## config.mk

```make
export PLATFORM = sky130hd
export DESIGN_NAME = fp32_multiplier
export DESIGN_NICKNAME = d
export VERILOG_FILES = /design/src/design/fpm_pkg.sv /design/src/design/fpm_front.sv /design/src/design/fpm_back.sv /design/src/design/fp32_multiplier.sv
export SDC_FILE = /design/constraint.sdc
export NUM_CORES = 2
export LEC_CHECK = 0
export ABC_AREA = 1
export BUFFER_PORTS_ARGS = -buffer_cell sky130_fd_sc_hd__buf_2
export CORE_UTILIZATION = 50
export CTS_CLUSTER_SIZE = 8
export DETAILED_ROUTE_END_ITERATION = 7
export HOLD_SLACK_MARGIN = 0.12
export MAX_ROUTING_LAYER = met4
export PLACE_DENSITY = 0.69
export SYNTH_ARGS = -nofsm -noshare
export SYNTH_HDL_FRONTEND = slang
export SYNTH_HIERARCHICAL = 1
export SYNTH_SLANG_ARGS = --single-unit
```

## constraint.sdc

```tcl
create_clock -name clock -period 6.87 [get_ports clock]
set_input_delay 1.0305 -clock clock [delete_from_list [all_inputs] [get_ports clock]]
set_output_delay 1.0305 -clock clock [all_outputs]
set_load 0.05 [all_outputs]
```

## src/design/fpm_pkg.sv

```systemverilog
// fpm_pkg: shared types and constants of the fp32 multiplier
// no dependencies
package fpm_pkg;
   localparam logic [7:0]  EXP_ONES  = 8'hFF;
   localparam int          EXP_BIAS  = 127;
   localparam logic [31:0] QUIET_NAN = 32'h7FC0_0000;

   typedef enum logic [1:0] {
      CLS_NORMAL = 2'd0,
      CLS_NAN    = 2'd1,
      CLS_INF    = 2'd2,
      CLS_ZERO   = 2'd3
   } class_type;

   typedef struct packed {
      class_type   cls;
      logic        sign;
      logic [23:0] mant_a;
      logic [23:0] mant_b;
      logic [9:0]  exp_sum;
   } job_type;
endpackage

```

## src/design/fpm_front.sv

```systemverilog
// fpm_front: accepts operands, classifies them, and holds one job for the back end
// depends on fpm_pkg
module fpm_front (
   input  logic            clock,
   input  logic            reset,
   input  logic            start,
   input  logic [31:0]     req_operand_a,
   input  logic [31:0]     req_operand_b,
   output logic            busy,
   output logic            job_valid,
   output fpm_pkg::job_type job,
   input  logic            job_take
);
   import fpm_pkg::*;

   logic [7:0]  ea, eb;
   logic [22:0] fa, fb;
   logic        a_inf, b_inf, a_zero, b_zero, any_nan;
   job_type     job_in, job_ff;
   logic        valid_ff, valid_in;

   always_comb begin
      ea = req_operand_a[30:23];
      eb = req_operand_b[30:23];
      fa = req_operand_a[22:0];
      fb = req_operand_b[22:0];
      a_inf  = (ea == EXP_ONES) && (fa == '0);
      b_inf  = (eb == EXP_ONES) && (fb == '0);
      a_zero = (ea == '0) && (fa == '0);
      b_zero = (eb == '0) && (fb == '0);
      any_nan = ((ea == EXP_ONES) && (fa != '0)) || ((eb == EXP_ONES) && (fb != '0));
      job_in.sign    = req_operand_a[31] ^ req_operand_b[31];
      job_in.mant_a  = {ea != '0, fa};
      job_in.mant_b  = {eb != '0, fb};
      job_in.exp_sum = {2'b00, ea} + {2'b00, eb};
      priority if (any_nan || (a_inf && b_zero) || (a_zero && b_inf)) begin
         job_in.cls = CLS_NAN;
      end else if (a_inf || b_inf) begin
         job_in.cls = CLS_INF;
      end else if (a_zero || b_zero) begin
         job_in.cls = CLS_ZERO;
      end else begin
         job_in.cls = CLS_NORMAL;
      end
   end

   assign busy = valid_ff;
   assign valid_in = (start && !valid_ff) ? 1'b1 : (job_take ? 1'b0 : valid_ff);

   always_ff @(posedge clock) begin
      if (reset) begin
         valid_ff <= 1'b0;
      end else begin
         valid_ff <= valid_in;
      end
      if (start && !valid_ff) begin
         job_ff <= job_in;
      end
   end

   assign job_valid = valid_ff;
   assign job = job_ff;
endmodule

```

## src/design/fpm_back.sv

```systemverilog
// fpm_back: multiplies, normalizes and rounds one job at a time
// depends on fpm_pkg
module fpm_back (
   input  logic            clock,
   input  logic            reset,
   input  logic            job_valid,
   input  fpm_pkg::job_type job,
   output logic            job_take,
   output logic            rsp_strobe,
   output logic [31:0]     rsp_product
);
   import fpm_pkg::*;

   typedef enum logic [2:0] {S_IDLE, S_MUL, S_NORM, S_ROUND, S_DONE} state_type;

   state_type          state_ff;
   logic [47:0]        prod_ff;
   logic signed [10:0] exp_ff;
   logic               sign_ff;
   class_type          cls_ff;
   logic               strobe_ff;
   logic [31:0]        result_ff;
   logic [47:0]        rnd;
   logic signed [10:0] exp_r;
   logic [47:0]        prod_r;

   assign job_take = (state_ff == S_IDLE) && job_valid;

   always_comb begin
      rnd = prod_ff + 48'h40_0000;
      rnd[21:0] = '0;
      prod_r = prod_ff;
      exp_r  = exp_ff;
      if (prod_ff[22]) begin
         prod_r = rnd;
         if (rnd[47]) begin
            prod_r = rnd >> 1;
            exp_r  = exp_ff + 11'sd1;
         end
      end
   end

   always_ff @(posedge clock) begin
      if (reset) begin
         state_ff  <= S_IDLE;
         strobe_ff <= 1'b0;
      end else begin
         strobe_ff <= 1'b0;
         unique case (state_ff)
            S_IDLE: begin
               if (job_valid) begin
                  sign_ff  <= job.sign;
                  cls_ff   <= job.cls;
                  exp_ff   <= $signed({1'b0, job.exp_sum}) - 11'sd127;
                  prod_ff  <= {24'd0, job.mant_a};
                  result_ff <= {8'd0, job.mant_b};
                  state_ff <= S_MUL;
               end
            end
            S_MUL: begin
               prod_ff <= prod_ff[23:0] * result_ff[23:0];
               state_ff <= S_NORM;
            end
            S_NORM: begin
               if (prod_ff[47]) begin
                  prod_ff  <= prod_ff >> 1;
                  exp_ff   <= exp_ff + 11'sd1;
                  state_ff <= S_ROUND;
               end else if (!prod_ff[46] && exp_ff > 11'sd0 && cls_ff == CLS_NORMAL) begin
                  prod_ff <= prod_ff << 1;
                  exp_ff  <= exp_ff - 11'sd1;
               end else begin
                  if (exp_ff < 11'sd0) begin
                     exp_ff <= '0;
                  end
                  state_ff <= S_ROUND;
               end
            end
            S_ROUND: begin
               if (exp_ff < 11'sd0) begin
                  exp_ff <= '0;
               end else begin
                  state_ff <= S_DONE;
               end
            end
            S_DONE: begin
               strobe_ff <= 1'b1;
               state_ff  <= S_IDLE;
               unique case (cls_ff)
                  CLS_NAN:  result_ff <= QUIET_NAN;
                  CLS_INF:  result_ff <= {sign_ff, EXP_ONES, 23'd0};
                  CLS_ZERO: result_ff <= {sign_ff, 31'd0};
                  default: begin
                     if (exp_r >= 11'sd255) begin
                        result_ff <= {sign_ff, EXP_ONES, 23'd0};
                     end else begin
                        result_ff <= {sign_ff, exp_r[7:0], prod_r[45:23]};
                     end
                  end
               endcase
            end
            default: state_ff <= S_IDLE;
         endcase
      end
   end

   assign rsp_strobe  = strobe_ff;
   assign rsp_product = result_ff;
endmodule

```

## src/design/fp32_multiplier.sv

```systemverilog
// fp32_multiplier: top level of the single-precision multiplier
// depends on fpm_pkg, fpm_front, fpm_back
//
// usage: drive req_operand_a/b with start high while busy is low; that
// request is taken at the clock edge. the front end holds one classified
// request; the back end multiplies it (one 24x24 product), normalizes one
// bit per cycle for subnormal inputs, rounds and shows the product on
// rsp_product with rsp_strobe high for exactly one cycle.
// the back end takes the held job in S_IDLE, then passes S_MUL, S_NORM,
// S_ROUND and S_DONE; S_NORM repeats for each left normalization step
// (up to 23, one operand subnormal) and S_ROUND repeats when a right
// normalization leaves a negative exponent. the back end's state sequence
// sets the request rate while the front end holds the next request.
// busy stays high until the back end has taken the held request.
// reset clears both ends; no request is in flight afterwards.
// the receiver cannot stall: each result must be taken in its strobe cycle.
module fp32_multiplier (
   input  logic        clock,
   input  logic        reset,
   input  logic        start,
   input  logic [31:0] req_operand_a,
   input  logic [31:0] req_operand_b,
   output logic        busy,
   output logic        rsp_strobe,
   output logic [31:0] rsp_product
);
   import fpm_pkg::*;

   job_type job;
   logic    job_valid, job_take, front_busy;
   logic    back_busy_ff;

   fpm_front u_front (
      .clock, .reset, .start, .req_operand_a, .req_operand_b,
      .busy(front_busy), .job_valid, .job, .job_take
   );

   fpm_back u_back (
      .clock, .reset, .job_valid, .job, .job_take, .rsp_strobe, .rsp_product
   );

   always_ff @(posedge clock) begin
      if (reset) begin
         back_busy_ff <= 1'b0;
      end else if (job_take) begin
         back_busy_ff <= 1'b1;
      end else if (rsp_strobe) begin
         back_busy_ff <= 1'b0;
      end
   end

   assign busy = front_busy || (back_busy_ff && job_valid);
endmodule

```

==> impl_metrics.csv <==
group,metric,value,unit
logic_synthesis,synthesis.instances,3663,
placed_design,gp_congestion,1.04,
worst_setup_path,cp.required,7.08,ns
global_routing,grt_max_degree,48,
die,die-area,58900,sq um
route,postRouteAntennaNets,0,
logic_synthesis,synthArstFlopShare,0,
sta,maxSlewHeadroom,0.328,
global_routing,grt_pass1_wl,130000,um
placed_design,dp_hpwl,66600,um
worst_setup_path,cp-start-kind,"flip-flop",
cells_and_area,fin_util,0.576,
die,die_y,243,um
clocking,cts.path.max_buffers,2,
global_routing,antenna_found_initial,2,
sta,min_period_over_period,0.972,
job,maxCapViolations,0,
worst_setup_path,crit_path_top_delay_cell,"fa_1",
sta,clock_skew,0.0262,ns
clocking,cts_tree,"done",
global_routing,grt_usage,0.289,
route,vias_per_cell,5.14,
logic_synthesis,synthFlopType,"edfxtp_1",
worst_setup_path,cpMostUsedCell,"fa_1",
logic_synthesis,synth_cell_type_count,56,
route,drt_pass1_iterations,8,
die,start_util,0.510,
die,rows,87,
logic_synthesis,synth_area,29000,sq um
worst_setup_path,crit_path_end_kind,"flip-flop",
sta,clock.fmax,0.150,GHz
clocking,cts_hold_buf,0,
global_routing,overflow,0,
worst_setup_path,slowest_delay,0.55,ns
cells_and_area,layout-drive-gt1-share,0.120,
logic_synthesis,synth_top_area_frac,0.334,
die,io_pins,101,
die,core,56800,sq um
logic_synthesis,ys_top_cells_by_area,"fa_1 (33%), edfxtp_1 (16%), inv_1 (13%), nand2_1 (12%), ha_1 (8.3%)",
clocking,cts-htree-levels,4,
sta,rsz0062_at_grt,"yes",
logic_synthesis,synth_seq_area_share,0.164,
route,routedWlPerCell,17.3,um
sta,min_period,6.68,ns
cells_and_area,multiInputGateArea,20100,sq um
clocking,clk_pin_slew,0.07,ns
clocking,numCtsBuffers,17,
die,die_w,243,um
cells_and_area,seq_area,4740,sq um
route,num_vias,23700,
logic_synthesis,synth_edf_count,154,
cells_and_area,fill_cells,5226,
clocking,insertion_delay,0.48,ns
route,drt_iter0_markers,2082,
cells_and_area,area_growth,13.0,%
run_status,status,"finished, final reports clean",
placed_design,port_buffers,100,
route,wirelength,79900,um
logic_synthesis,ys_warn_count,6,
sta,hold_violations,0,
sta,slew_violations,0,
sta,worstMarginPinSlew,1.00,ns
logic_synthesis,synth_nets,4404,
clocking,clock-sinks,160,
logic_synthesis,synth_largest_area_cell,"fa_1",
worst_setup_path,arrival,6.89,ns
worst_setup_path,cp_max_fo,12,
worst_setup_path,crit_type,"flip-flop to flip-flop",
clocking,root_buffer,"clkbuf_16",
cells_and_area,fin_nets,4579,
global_routing,grt_pass1_vias,24600,
logic_synthesis,ys_seq_elements,160,
sta,setup_viol,0,
logic_synthesis,synth.avg_cell_area,7.91,sq um
worst_hold_path,min_path_type,"flip-flop to flip-flop",
route,drc_errors,0,
-- final cells by class --
cell class,count,share of cell area
Tap cell,756,0.0289
Timing Repair Buffer,311,0.0785
Multi-Input combinational cell,2338,0.614
Clock buffer,17,0.0130
Antenna cell,2,0.000153
Clock inverter,15,0.00405
Inverter,1010,0.116
Sequential cell,160,0.145
-- layout by cell type (no fill, tap or decap), types with 12 or more instances in the layout --
cell type  Yosys  final
edfxtp_1     154    154
a31oi_1       13     12
xor2_1        40     40
buf_4          5    169
nand2_1      925    921
clkbuf_16      0     17
nor2_1       185    169
nand2_2        8     12
o221ai_1      20     20
buf_2          5    100
fa_1         483    482
a21oi_1       98     91
o21ai_2       11     12
a22oi_1       18     18
nand3_1       62     55
ha_1         191    182
nand4_1       32     32
nor3_1        16     12
o21ai_0      103     89
buf_12         0     37
inv_1       1001   1000
o21ai_1        2     15
nor2_2         6     20
-- through the flow --
step | setup WS [ns] | setup TNS [ns] | cell area [sq um] | hold slack (ns) | std cells
6_report | 0.194 | 0 | 32700 | 0.423 | 4609
5_1_grt | -0.0464 | -0.112 | 32700 | 0.438 | 4608
4_1_cts | 0.00560 | 0 | 32300 | 0.424 | 4588
3_5_place_dp | -0.282 | -0.460 | 31600 | 0.409 | 4550
3_3_place_gp | -0.319 | -0.530 | 31600 | 0.404 | 4550
2_1_floorplan | 0.00793 | 0 | 29000 | 0.400 | 3663
-- worst paths after layout --
kind	endpoint	cells past startpoint	start	slack (ns)
max reg2reg	u_back/prod_ff[46]	27	u_back/rsp_product[3]	0.19
max	u_back/prod_ff[46]	27	u_back/rsp_product[3]	0.19
min	u_back/sign_ff	0	u_front/job[58]	0.42
min reg2reg	u_back/sign_ff	0	u_front/job[58]	0.42
-- what timing repair did --
action | CTS | global route
setup buffers | 6 | 19
setup endpoints to repair | 4 | 28
gates resized for setup | 5 | 75
pin swaps | 1 | 14
-- cell families (layout without fill, tap and decap cells) --
logic type | after synthesis | after routing | synth area share
AOI/OAI and AO/OA | 339 | 339 | 0.0720
xor gates and xnor gates | 51 | 51 | 0.0154
adders and majority gates | 674 | 674 | 0.416
buffers and inverters | 1165 | 1353 | 0.153
DFF | 160 | 160 | 0.164
other | 1 | 3 | 0.000129
and+or+nand+nor | 1273 | 1273 | 0.179
-- Yosys cell counts, types with 3 or more instances --
| library cell | count |
|---|---|
| nor4_1 | 7 |
| o221ai_1 | 20 |
| a221oi_1 | 11 |
| nor2_1 | 185 |
| fa_1 | 483 |
| nand2_2 | 8 |
| a31oi_1 | 13 |
| xnor2_1 | 11 |
| clkbuf_1 | 139 |
| a21boi_0 | 3 |
| o21ai_2 | 11 |
| a21o_1 | 11 |
| nor2_4 | 6 |
| o22ai_1 | 7 |
| edfxtp_1 | 154 |
| o2111ai_1 | 8 |
| or2_2 | 8 |
| nand4_1 | 32 |
| inv_1 | 1001 |
| buf_2 | 5 |
| and3_1 | 6 |
| a21oi_2 | 3 |
| o21ai_0 | 103 |
| nand3_1 | 62 |
| clkinv_1 | 3 |
| ha_1 | 191 |
| nor3_1 | 16 |
| o21bai_1 | 11 |
| o211ai_1 | 10 |
| inv_2 | 5 |
| buf_1 | 3 |
| a21oi_1 | 98 |
| nand2_4 | 5 |
| nand3_2 | 3 |
| dfxtp_1 | 6 |
| buf_4 | 5 |
| nor2_2 | 6 |
| xor2_1 | 40 |
| nand2_1 | 925 |
| a22oi_1 | 18 |
-- flip-flops by register name, indices dropped and copies added (netlist names) --
name	flops
u_back/exp_ff	11
u_back/rsp_product	32
u_back/sign_ff	1
u_back/prod_ff	48
u_back/rsp_strobe	1
u_front/busy	1
u_back/state_ff	3
back_busy_ff	1
u_front/job	60
u_back/cls_ff	2
-- per-layer routing --
metal	vias up	GRT usage	share of wire
met3	131	0.0352	0.071
met2	884	0.465	0.47
li1	11200	-	-
met4	0	0.0864	0.029
met1	11500	0.385	0.43
met5	-	-	0
-- critical path, delay by kind of cell (launching register included) --
family                   cells  cell delay (ns)
AO/OA/AOI/OAI                3             0.36
adder cells (fa/ha/maj)      8             3.85
buffers and inverters        9             0.82
flip-flops                   1             0.40
AND/OR/NAND/NOR              7             0.97
Power is left out: the tool's default activity adds up to more than one toggle a clock period on the data nets, which glitch-free logic cannot reach.
